==> config.mk <==
export PLATFORM = sky130hd
export DESIGN_NAME = cut_legendre_projection_core
export DESIGN_NICKNAME = d
export VERILOG_FILES = /design/src/rtl/clp_pkg.sv /design/src/rtl/cut_legendre_projection_core.sv /design/src/rtl/clp_mul.sv /design/src/rtl/clp_div.sv
export SDC_FILE = /design/constraint.sdc
export NUM_CORES = 2
export LEC_CHECK = 0
export ABC_AREA = 1
export BUFFER_PORTS_ARGS = -buffer_cell sky130_fd_sc_hd__buf_2
export CORE_ASPECT_RATIO = 1.2
export CORE_UTILIZATION = 57
export CTS_CLUSTER_SIZE = 12
export DETAILED_ROUTE_END_ITERATION = 16
export GPL_TIMING_DRIVEN = 1
export PLACE_DENSITY_LB_ADDON = 0.1
export SLEW_MARGIN = 20
export SYNTH_ARGS = -nofsm -noshare
export SYNTH_HDL_FRONTEND = slang
export SYNTH_HIERARCHICAL = 1
export SYNTH_SLANG_ARGS = --single-unit
==> constraint.sdc <==
create_clock -name clk -period 13 [get_ports clk]
set_clock_uncertainty 0.15 [all_clocks]
set_input_delay 1.95 -clock clk [delete_from_list [all_inputs] [get_ports clk]]
set_output_delay 1.95 -clock clk [all_outputs]
set_load 0.005 [all_outputs]
==> src/rtl/clp_pkg.sv <==
package clp_pkg;

  // Number of Legendre terms held per range (coeff_index is 4 bits wide)
  localparam int MAX_TERMS = 16;
  localparam int TERM_W    = $clog2(MAX_TERMS);
  localparam int NCNT_W    = TERM_W + 1;

  // Q1.30 unity and register reset values
  localparam logic signed [31:0] ONE_Q30   = 32'sh4000_0000;
  localparam logic [15:0]        SPO_RESET = 16'd100;
  localparam logic [4:0]         MT_RESET  = 5'd10;

  // Configuration register indexes
  typedef enum logic {
    REG_SAMPLES_PER_ORDER = 1'b0,
    REG_MAX_TERMS         = 1'b1
  } cfg_reg_t;

  // Divider quotient lengths
  typedef enum logic [1:0] {
    DIV_Q16,
    DIV_Q36,
    DIV_Q48
  } div_mode_t;

  // Sequencer states
  typedef enum logic [3:0] {
    S_IDLE,
    S_PICK_ST,
    S_PICK_WT,
    S_X_ST,
    S_X_WT,
    S_MS,
    S_ACC,
    S_R1,
    S_R2,
    S_R3,
    S_R4,
    S_R5,
    S_E_RD,
    S_E_WR
  } state_t;

  typedef struct packed {
    logic signed [31:0] sample_value;
    logic [15:0]        range_length;
    logic               range_last;
  } sample_t;

  typedef struct packed {
    logic signed [47:0] coeff_value;
    logic [3:0]         coeff_index;
    logic               coeff_last;
  } coeff_t;

endpackage

==> src/rtl/cut_legendre_projection_core.sv <==
// Cut-range Legendre projection.
// Samples of a cut range enter on the sample channel (sample_valid / sample_stall),
// one beat per sample, tagged with the range length and a last-sample flag.
// On the last sample the block sends one beat per term on the coeff channel
// (coeff_valid / coeff_stall): orders 0..n-1, coeff_last on the final one.
// The block takes one sample at a time; sample_stall is high while it works.
// Per sample: at range start the term count is picked through the divider,
// then the position is mapped to x through the divider (skipped when the position
// is at or past the end); terms 0 and 1 need no division, and each further
// term takes a division by the order in the shared divider.
// The run of n coefficients then leaves through S_E_RD and S_E_WR for each
// beat; the sample channel stays stalled until the run is out.
// A stalled coeff beat holds in the output register; the run waits on it.
// Synchronous reset: registers to 100 and 10, position to range start,
// channels empty. Configuration writes (cfg_we) take effect at once.
module cut_legendre_projection_core
  import clp_pkg::*;
(
  input  logic        clk,
  input  logic        rst,
  input  logic        sample_valid,
  output logic        sample_stall,
  input  sample_t     sample,
  output logic        coeff_valid,
  input  logic        coeff_stall,
  output coeff_t      coeff,
  input  logic        cfg_we,
  input  logic        cfg_index,
  input  logic [15:0] cfg_data
);

  state_t state, state_next;

  // Configuration
  logic [15:0] spo;
  logic [4:0]  mtl;

  // Item and range state
  logic signed [31:0] smp;
  logic [15:0]        len_q;
  logic               last_q;
  logic [15:0]        pos;
  logic [NCNT_W-1:0]  n_terms;
  logic [TERM_W-1:0]  p;
  logic [TERM_W-1:0]  idx;
  logic signed [31:0] x;
  logic signed [31:0] pcur;
  logic signed [31:0] pprev;
  logic signed [36:0] num;
  logic               neg;

  // Coefficient sums
  logic signed [47:0] sums [MAX_TERMS];
  logic signed [47:0] rdata;
  logic [TERM_W-1:0]  rd_addr;

  // Shared units
  logic               mul_en;
  logic signed [31:0] mul_a, mul_b;
  logic signed [63:0] prod;
  logic               div_start, div_busy, div_done;
  div_mode_t          div_mode;
  logic [47:0]        div_dividend, quotient;
  logic [15:0]        div_divisor;

  clp_mul u_mul (
    .clk  (clk),
    .en   (mul_en),
    .a    (mul_a),
    .b    (mul_b),
    .prod (prod)
  );

  clp_div u_div (
    .clk      (clk),
    .rst      (rst),
    .start    (div_start),
    .mode     (div_mode),
    .dividend (div_dividend),
    .divisor  (div_divisor),
    .busy     (div_busy),
    .done     (div_done),
    .quotient (quotient)
  );

  // Derived values
  logic [15:0]        spo_eff;
  logic [4:0]         lim;
  logic [16:0]        n_raw;
  logic [NCNT_W-1:0]  n_pick;
  logic [15:0]        dm1;
  logic               x_edge;
  logic [47:0]        x_dividend;
  logic signed [31:0] x_div;
  logic signed [63:0] rnd;
  logic signed [31:0] t;
  logic signed [32:0] contrib;
  logic signed [47:0] base;
  logic signed [48:0] sum_w;
  logic signed [47:0] sum_sat;
  logic signed [36:0] num_f;
  logic [35:0]        num_abs;
  logic [35:0]        q36;
  logic [31:0]        pmag;
  logic signed [31:0] pnew;
  logic               last_term;
  logic               last_idx;
  logic               take_out;
  logic               load_out;

  always_comb begin
    spo_eff = (spo == 16'd0) ? 16'd1 : spo;
    if (mtl == 5'd0) begin
      lim = 5'd1;
    end else if (mtl > 5'(MAX_TERMS)) begin
      lim = 5'(MAX_TERMS);
    end else begin
      lim = mtl;
    end

    // Term count from range length
    if (len_q <= 16'd1)       n_raw = 17'd1;
    else if (len_q <= 16'd3)  n_raw = 17'd2;
    else if (len_q <= 16'd6)  n_raw = 17'd3;
    else if (len_q <= 16'd20) n_raw = 17'd4;
    else                      n_raw = 17'd5 + {1'b0, quotient[15:0]};
    n_pick = (n_raw < {12'b0, lim}) ? NCNT_W'(n_raw) : NCNT_W'(lim);

    // Position to x
    dm1        = len_q - 16'd1;
    x_edge     = (len_q < 16'd2) || (pos >= dm1);
    x_dividend = {1'b0, pos, 31'b0} + {32'b0, 1'b0, dm1[15:1]};
    x_div      = (quotient > 48'h8000_0000) ? ONE_Q30
                                            : 32'(quotient - 48'h4000_0000);

    // Round half up, shift by 30
    rnd     = prod + 64'sh2000_0000;
    t       = rnd[61:30];
    contrib = rnd[62:30];

    // Saturating accumulate
    base  = (pos == 16'd0) ? 48'sd0 : rdata;
    sum_w = {base[47], base} + {{16{contrib[32]}}, contrib};
    if (sum_w[48] != sum_w[47]) begin
      sum_sat = sum_w[48] ? {1'b1, 47'b0} : {1'b0, {47{1'b1}}};
    end else begin
      sum_sat = sum_w[47:0];
    end

    // Recurrence numerator and rounded quotient
    num_f   = num - prod[36:0];
    num_abs = num_f[36] ? 36'(-num_f) : num_f[35:0];
    q36     = quotient[35:0];
    pmag    = (q36 > 36'h4000_0000) ? 32'h4000_0000 : q36[31:0];
    pnew    = neg ? -$signed(pmag) : $signed(pmag);

    last_term = ({1'b0, p} + NCNT_W'(1)) == n_terms;
    last_idx  = ({1'b0, idx} + NCNT_W'(1)) == n_terms;
    take_out  = !coeff_valid || !coeff_stall;
    load_out  = (state == S_E_WR) && take_out;
    rd_addr   = (state == S_E_RD || state == S_E_WR) ? idx : p;
  end

  // Sequencer: next state and unit controls
  always_comb begin
    state_next   = state;
    div_start    = 1'b0;
    div_mode     = DIV_Q48;
    div_dividend = '0;
    div_divisor  = '0;
    mul_en       = 1'b0;
    mul_a        = '0;
    mul_b        = '0;
    case (state)
      S_IDLE: begin
        if (sample_valid) begin
          state_next = (pos == 16'd0) ? S_PICK_ST : S_X_ST;
        end
      end
      S_PICK_ST: begin
        div_start    = 1'b1;
        div_mode     = DIV_Q16;
        div_dividend = {32'b0, len_q};
        div_divisor  = spo_eff;
        state_next   = S_PICK_WT;
      end
      S_PICK_WT: begin
        if (div_done) state_next = S_X_ST;
      end
      S_X_ST: begin
        if (x_edge) begin
          state_next = S_MS;
        end else begin
          div_start    = 1'b1;
          div_mode     = DIV_Q48;
          div_dividend = x_dividend;
          div_divisor  = dm1;
          state_next   = S_X_WT;
        end
      end
      S_X_WT: begin
        if (div_done) state_next = S_MS;
      end
      S_MS: begin
        mul_en     = 1'b1;
        mul_a      = smp;
        mul_b      = pcur;
        state_next = S_ACC;
      end
      S_ACC: begin
        if (last_term) begin
          state_next = last_q ? S_E_RD : S_IDLE;
        end else begin
          state_next = (p == '0) ? S_MS : S_R1;
        end
      end
      S_R1: begin
        mul_en     = 1'b1;
        mul_a      = x;
        mul_b      = pcur;
        state_next = S_R2;
      end
      S_R2: begin
        mul_en     = 1'b1;
        mul_a      = $signed(32'({p, 1'b0}) - 32'd1);
        mul_b      = t;
        state_next = S_R3;
      end
      S_R3: begin
        mul_en     = 1'b1;
        mul_a      = $signed(32'(p) - 32'd1);
        mul_b      = pprev;
        state_next = S_R4;
      end
      S_R4: begin
        div_start    = 1'b1;
        div_mode     = DIV_Q36;
        div_dividend = {12'b0, num_abs + 36'(p >> 1)};
        div_divisor  = 16'(p);
        state_next   = S_R5;
      end
      S_R5: begin
        if (div_done) state_next = S_MS;
      end
      S_E_RD: begin
        state_next = S_E_WR;
      end
      S_E_WR: begin
        if (take_out) state_next = last_idx ? S_IDLE : S_E_RD;
      end
      default: begin
        state_next = S_IDLE;
      end
    endcase
  end

  always_ff @(posedge clk) begin
    if (rst) begin
      state <= S_IDLE;
    end else begin
      state <= state_next;
    end
  end

  // Sum memory: one write port, one registered read port
  always_ff @(posedge clk) begin
    if (state == S_ACC) begin
      sums[p] <= sum_sat;
    end
    rdata <= sums[rd_addr];
  end

  // Datapath registers
  always_ff @(posedge clk) begin
    if (rst) begin
      spo         <= SPO_RESET;
      mtl         <= MT_RESET;
      pos         <= '0;
      n_terms     <= '0;
      coeff_valid <= 1'b0;
    end else begin
      if (cfg_we) begin
        case (cfg_reg_t'(cfg_index))
          REG_SAMPLES_PER_ORDER: spo <= cfg_data;
          REG_MAX_TERMS:         mtl <= cfg_data[4:0];
          default:               ;
        endcase
      end

      // Output register: load a new beat or drop an accepted one
      if (load_out) begin
        coeff_valid <= 1'b1;
      end else if (!coeff_stall) begin
        coeff_valid <= 1'b0;
      end

      case (state)
        S_IDLE: begin
          if (sample_valid) begin
            smp    <= sample.sample_value;
            len_q  <= sample.range_length;
            last_q <= sample.range_last;
          end
        end
        S_PICK_WT: begin
          if (div_done) n_terms <= n_pick;
        end
        S_X_ST: begin
          if (x_edge) x <= ONE_Q30;
          p    <= '0;
          pcur <= ONE_Q30;
        end
        S_X_WT: begin
          if (div_done) x <= x_div;
        end
        S_ACC: begin
          if (!last_term) begin
            p <= p + TERM_W'(1);
            if (p == '0) begin
              pprev <= pcur;
              pcur  <= x;
            end
          end else if (last_q) begin
            pos <= '0;
            idx <= '0;
          end else if (pos != 16'hFFFF) begin
            pos <= pos + 16'd1;
          end
        end
        S_R3: begin
          num <= prod[36:0];
        end
        S_R4: begin
          neg <= num_f[36];
        end
        S_R5: begin
          if (div_done) begin
            pprev <= pcur;
            pcur  <= pnew;
          end
        end
        S_E_WR: begin
          if (take_out) begin
            coeff.coeff_value <= rdata;
            coeff.coeff_index <= 4'(idx);
            coeff.coeff_last  <= last_idx;
            idx               <= idx + TERM_W'(1);
          end
        end
        default: ;
      endcase
    end
  end

  assign sample_stall = (state != S_IDLE);

endmodule

==> src/rtl/clp_mul.sv <==
module clp_mul
  import clp_pkg::*;
(
  input  logic               clk,
  input  logic               en,
  input  logic signed [31:0] a,
  input  logic signed [31:0] b,
  output logic signed [63:0] prod
);

  // Registered signed product, loaded when en is high
  always_ff @(posedge clk) begin
    if (en) begin
      prod <= a * b;
    end
  end

endmodule

==> src/rtl/clp_div.sv <==
module clp_div
  import clp_pkg::*;
(
  input  logic        clk,
  input  logic        rst,
  input  logic        start,
  input  div_mode_t   mode,
  input  logic [47:0] dividend,
  input  logic [15:0] divisor,
  output logic        busy,
  output logic        done,
  output logic [47:0] quotient
);

  logic [47:0] dq;
  logic [15:0] rem;
  logic [15:0] dsr;
  logic [4:0]  cnt;

  logic [47:0] dq_w;
  logic [15:0] rem_w;
  logic [16:0] trial;
  logic        qbit;

  // Two restoring steps per cycle
  always_comb begin
    dq_w  = dq;
    rem_w = rem;
    trial = '0;
    qbit  = 1'b0;
    for (int i = 0; i < 2; i++) begin
      trial = {rem_w, dq_w[47]};
      if (trial >= {1'b0, dsr}) begin
        rem_w = 16'(trial - {1'b0, dsr});
        qbit  = 1'b1;
      end else begin
        rem_w = trial[15:0];
        qbit  = 1'b0;
      end
      dq_w = {dq_w[46:0], qbit};
    end
  end

  always_ff @(posedge clk) begin
    if (rst) begin
      busy <= 1'b0;
      done <= 1'b0;
    end else begin
      done <= 1'b0;
      if (start) begin
        busy <= 1'b1;
        rem  <= '0;
        dsr  <= divisor;
        case (mode)
          DIV_Q16: begin
            dq  <= {dividend[15:0], 32'b0};
            cnt <= 5'd8;
          end
          DIV_Q36: begin
            dq  <= {dividend[35:0], 12'b0};
            cnt <= 5'd18;
          end
          default: begin
            dq  <= dividend;
            cnt <= 5'd24;
          end
        endcase
      end else if (busy) begin
        dq  <= dq_w;
        rem <= rem_w;
        cnt <= cnt - 5'd1;
        if (cnt == 5'd1) begin
          busy <= 1'b0;
          done <= 1'b1;
        end
      end
    end
  end

  // Dividend bits have all shifted out; dq holds the quotient
  assign quotient = dq;

endmodule
# == Yosys cells after proc, flatten, opt, wreduce, memory -nomap -nowiden ==
# Memory sizes are Yosys's and may differ from the RTL's. A register that Yosys moved wholly into a read port is not among the register bits.
# Cells that the tools add are included.
# op_classes
addsub,20
n_mul,1
magnitude_cmp,12
n_eq_ne,31
mux,75
bitwise,3
reduce_logical,41
# op_table
cell,n
32-bit 2-to-1 mux,11
48-bit 2-to-1 mux,6
32-bit case mux with 3 select lines,2
48-bit case mux with 3 select lines,1
32-bit case mux with 2 select lines,2
32-bit case mux with 4 select lines,1
16-bit 2-to-1 mux,7
48-bit case mux with 2 select lines,1
17-bit 2-to-1 mux,4
63-bit by 31-bit adder with 63-bit output (second input constant),1
32-bit by 32-bit multiplier with 63-bit output,1
4-bit case mux with 13 select lines,1
48-bit by 33-bit adder with 49-bit output,1
47-bit by 15-bit adder with 48-bit output,1
48-bit by 32-bit greater-than comparator with 1-bit output (second input constant),1
4-bit 2-to-1 mux,12
16-bit case mux with 3 select lines,1
37-bit subtractor,1
36-bit by 3-bit adder with 36-bit output,1
36-bit by 31-bit greater-than comparator with 1-bit output (second input constant),1
36-bit 2-to-1 mux,1
36-bit negation,1
17-bit by 16-bit greater-or-equal comparator with 1-bit output,2
16-bit logical NOT,2
other kinds (54),120
# totals
ff_bits,441
ramBits,768
in_bits,71
output_inout_bits,55
wordCells,210
memories,1
# mem_list
name,depth,width,rd,rd_ports_with_merged_regs,wr,line_no,source
sums,16,48,1,1,1,cut_legendre_projection_core.sv:53,logic signed [47:0] sums [MAX_TERMS];

# == Depth between registers and ports, before layout ==
# logic_depth
depth_word,7
ltp_mapped,47
ltp_nobuf,46

# == Hierarchy ==
# Netlist, hierarchy kept.
# by_module_without_submodules
mod,n_inst,cells_each,area_per_inst_um2,seq_area_each_um2
cut_legendre_projection_core,1,5734,55230.5,32291.0
clp_mul,1,5242,41249.6,1921.8
clp_div,1,692,6009.5,2592.5

# == Least setup slack after synthesis ==
# Ideal clock, no wire load.
# synth_path
kind,register to register
startpoint,register p[0]
endpoint,"register u_mul.prod[57], data pin"
setup_ps,253
t_arrival_ps,8646
required_time_ps,12597
setup_slack_ps,3951
stages_incl_launch_ff,34
path_buffers,2
period_less_slack_ps,9049
path_cell_list,edfxtp_1 > inv_1 > ha_1 > inv_1 > nor2_1 > nand3_1 > clkbuf_1 > nand3_1 > clkbuf_1 > nand2_1 > inv_1 > fa_1 > inv_1 > fa_1 > inv_1 > fa_1 > fa_1 > inv_1 > fa_1 > inv_1 > fa_1 > inv_1 > fa_1 > fa_1 > inv_1 > ha_1 > a21o_1 > nand2_1 > nand2_1 > or2_2 > nor2_1 > nand3_1 > nand2_1 > nand2_1
# synth_between
elab_chain_len,3
elab_cells_between_ends,4
classes_between,add/sub: 2; mul: 1; mux: 1
# synth_rtl
item,line_no,source
from (decl),cut_legendre_projection_core.sv:44,logic [TERM_W-1:0] p;
from (signal assigned),cut_legendre_projection_core.sv:318,p <= p + TERM_W'(1);
5-bit by 1-bit subtractor with 6-bit output or 4-bit by 1-bit subtractor with 5-bit output (tied branches),"cut_legendre_projection_core.sv:225, cut_legendre_projection_core.sv:231",
32-bit case mux with 4 select lines (*),cut_legendre_projection_core.sv:174,case (state)
net mul_a[31],cut_legendre_projection_core.sv:59,"logic signed [31:0] mul_a, mul_b;"
32-bit by 32-bit multiplier with 63-bit output (*),clp_mul.sv:14,prod <= a * b;
to (signal assigned),clp_mul.sv:14,
to (decl),clp_mul.sv:8,output logic signed [63:0] prod
# The timed path passes the listed nets; every way through them passes the cells marked *.
# A chain may end at the register's enable or synchronous reset.

# == Worst setup path after layout ==
# layout_path
startpoint,register u_mul.prod[29]
endpoint,"register u_mul.prod[34], data pin"
# layout_between
elab_chain_len,3
# layout_rtl
item,line_no,source
63-bit by 31-bit adder with 63-bit output,cut_legendre_projection_core.sv:137,rnd = prod + 64'sh2000_0000;
32-bit case mux with 3 select lines,cut_legendre_projection_core.sv:174,
net mul_b[31],cut_legendre_projection_core.sv:59,
32-bit by 32-bit multiplier with 63-bit output,clp_mul.sv:14,
# The timed path passes the listed nets, and every way through them passes these cells.

==> reports/metrics.csv <==
stage,metric,value,unit
pwr,Sw Pwr,5.47,mW
detailed_routing,via count,80600,
clocking,Clock Latency Late Sink,810,ps
layout,Area growth syn-to-layout,7.77,%
detailed_routing,drt first pass iters,9,
floorplanning,Boundary Pins,126,
sta,achievable frequency,88.1,MHz
setup_path,Worst Setup Start Kind,register,
setup_path,Slowest Stage Delay on Critical Path,750,ps
clocking,"Setup Fix Bufs, Post-CTS",0,
pwr,Pint,8.46,mW
setup_path,CP Data Required Time,13300,ps
hold_path,Worst Hold Class,reg2reg,
setup_path,"most used cell, CP",nand2_1,
place,port bufs,125,
grt,GR Overflow Total,0,
yosys,syn_area_per_cell,8.81,um^2
floorplanning,row count,169,
detailed_routing,WL/cell,23.8,um
detailed_routing,Via density,5.75,
setup_path,Worst EP arrival,11650,ps
layout,Multi-input gate area,54200,um^2
floorplanning,Die ar.,181000,um^2
detailed_routing,Post-DRT Antenna Nets,0,
sta,setup_tns,0,ps
yosys,Synth Warn #,6,
setup_path,CP max FO,17,
clocking,CTS tree,yes,
clocking,CTS H-tree lvls,4,
place,Final HPWL DP,245000,um
clocking,Num CTS Buffers,134,
layout,FILL cells,15300,
pwr,Total Power,13.9,mW
layout,fin nets,13100,
clocking,Post-CTS Resized,0,
clocking,CTS sink count,1257,
setup_path,Setup CP Type,reg2reg,
detailed_routing,# DRC,0,
clocking,CTS Hold Bufs,0,
floorplanning,DIE WIDTH,388,um
sta,max-slew violation count,0,
layout,Reg area,36800,um^2
sta,Max-slew headroom,0.203,
yosys,synthesized net count,13100,
detailed_routing,WL final,333000,um
layout,layout cells sized above 1,0.0685,
pwr,VDD IR max,0.245,mV
sta,final setup vio count,0,
sta,fin crit period,11350,ps
pwr,sequential share of power,0.373,
floorplanning,Die Ht,466,um
pwr,clock network power share,0.271,
grt,first-pass GRT wire length,495000,um
grt,initial antenna violation count,17,
floorplanning,Initial Util,0.576,
pwr,switching share of power,0.392,
sta,final worst-path cycle share,0.873,
setup_path,CP Capture Type,register,
place,GP Congestion,1.05,
detailed_routing,initial drt markers,8088,
sta,Worst-Margin Slew,1200,ps
clocking,clk buf depth,3,
clocking,Root Driver,clkbuf_16,
setup_path,CP max-delay cell,xnor2_1,
pwr,LEAKAGE,53.4,nW
layout,fin util,0.620,
yosys,Netlist Area Pre-Place,102000,um^2
pwr,Logic pwr share,0.357,
sta,RSZ-0062 raised after global routing,no,
grt,number of global-route vias before repair,80400,
grt,pin count of the biggest net entering global routing,215,
run_status,status,"finished, final reports clean",
floorplanning,Core ar.,177000,um^2
sta,final hold viol count,0,
yosys,Synth Instances,11600,
job,Max Cap Viol,0,
pwr,Power per Cell Area,127,nW/um^2
clocking,"Clk pin slew, worst setup/hold paths",60,ps
grt,Total GRT Usage,0.369,
==> stage by stage <==
stage | hold WS, ps | worst slack (ps) | std cells | instance area (um^2)
after floorplan | 258 | 4000 | 11600 | 102000
after global placement | 269 | 1920 | 13800 | 106000
after detailed placement | 275 | 1860 | 13800 | 106000
after CTS | 291 | 1820 | 14000 | 110000
after global routing | 295 | 1200 | 14000 | 110000
final | 291 | 1650 | 14000 | 110000
==> layout by cell type (no fill, tap or decap), drive strengths merged, types with 11 or more instances in the layout <==
cell type and instances:
o221ai 171, o211ai 110, nand3 385, a211oi 12, o21bai 16, inv 2575, clkbuf 203, a21o 12
nor4 37, xor2 121, dfxtp 97, a31oi 34, o22ai 71, nand2 2686, o21a 11, a21oi 283
edfxtp 1160, or2 32, clkinv 27, fa 1087, ha 344, nor3 64, xnor2 56, o21ai 647
nand4 77, buf 317, nand3b 13, nor2 995
==> area by class of cell <==
class | instances | share of cell area
Tap cell | 2308 | 0.0262
Timing Repair Buffer | 317 | 0.0195
Multi-Input combinational cell | 7312 | 0.493
Inverter | 2571 | 0.0878
Clock buffer | 203 | 0.0336
Sequential cell | 1257 | 0.334
Antenna cell | 7 | 0.000159
Clock inverter | 38 | 0.00564
==> worst max-delay path, delay by kind of cell (launching register included) <==
kind / cells / cell delay [ps]
fa+ha+maj: 10 / 4860
buf+inv: 10 / 1160
flops: 1 / 380
xor+xnor: 2 / 1350
simple gates: 22 / 2990
compound gates: 1 / 50
==> power by group through the flow <==
stage / registers (mW) / clock network [mW] / logic [mW]
global placement: 5.26 / 0 / 4.81
finish: 5.19 / 3.77 / 4.97
detailed placement: 5.26 / 0 / 4.88
global route: 5.20 / 3.97 / 5.43
CTS: 5.18 / 3.82 / 4.90
floorplan: 5.16 / 0 / 3.34
==> metal layers <==
| layer | GRT usage | wire length [um] |
|---|---|---|
| met1 | 0.473 | 127000 |
| met2 | 0.608 | 157000 |
| met3 | 0.0640 | 29400 |
| met4 | 0.180 | 18900 |
| met5 | 0 | 82 |
==> flip-flops by register name (all words and copies together), names as in the netlist, 16 cells and up <==
signal,cells
u_div/rem,16
smp,32
pos,16
num,37
coeff,53
len_q,16
x,32
u_div/quotient,48
sums,768
pcur,32
rdata,48
pprev,32
u_div/dsr,16
spo,16
u_mul/prod,63
==> path summary, 6_finish.rpt <==
path / endpoint / cells past startpoint / from / slack (ps)
worst max-delay path: u_mul/prod[34] / 45 / u_mul/prod[29] / 1650
worst min-delay path: coeff[42] / 0 / rdata[37] / 290
worst max register to register: u_mul/prod[34] / 45 / u_mul/prod[29] / 1650
worst min register to register: coeff[42] / 0 / rdata[37] / 290
No activity file was read; power rests on OpenSTA's default activity.
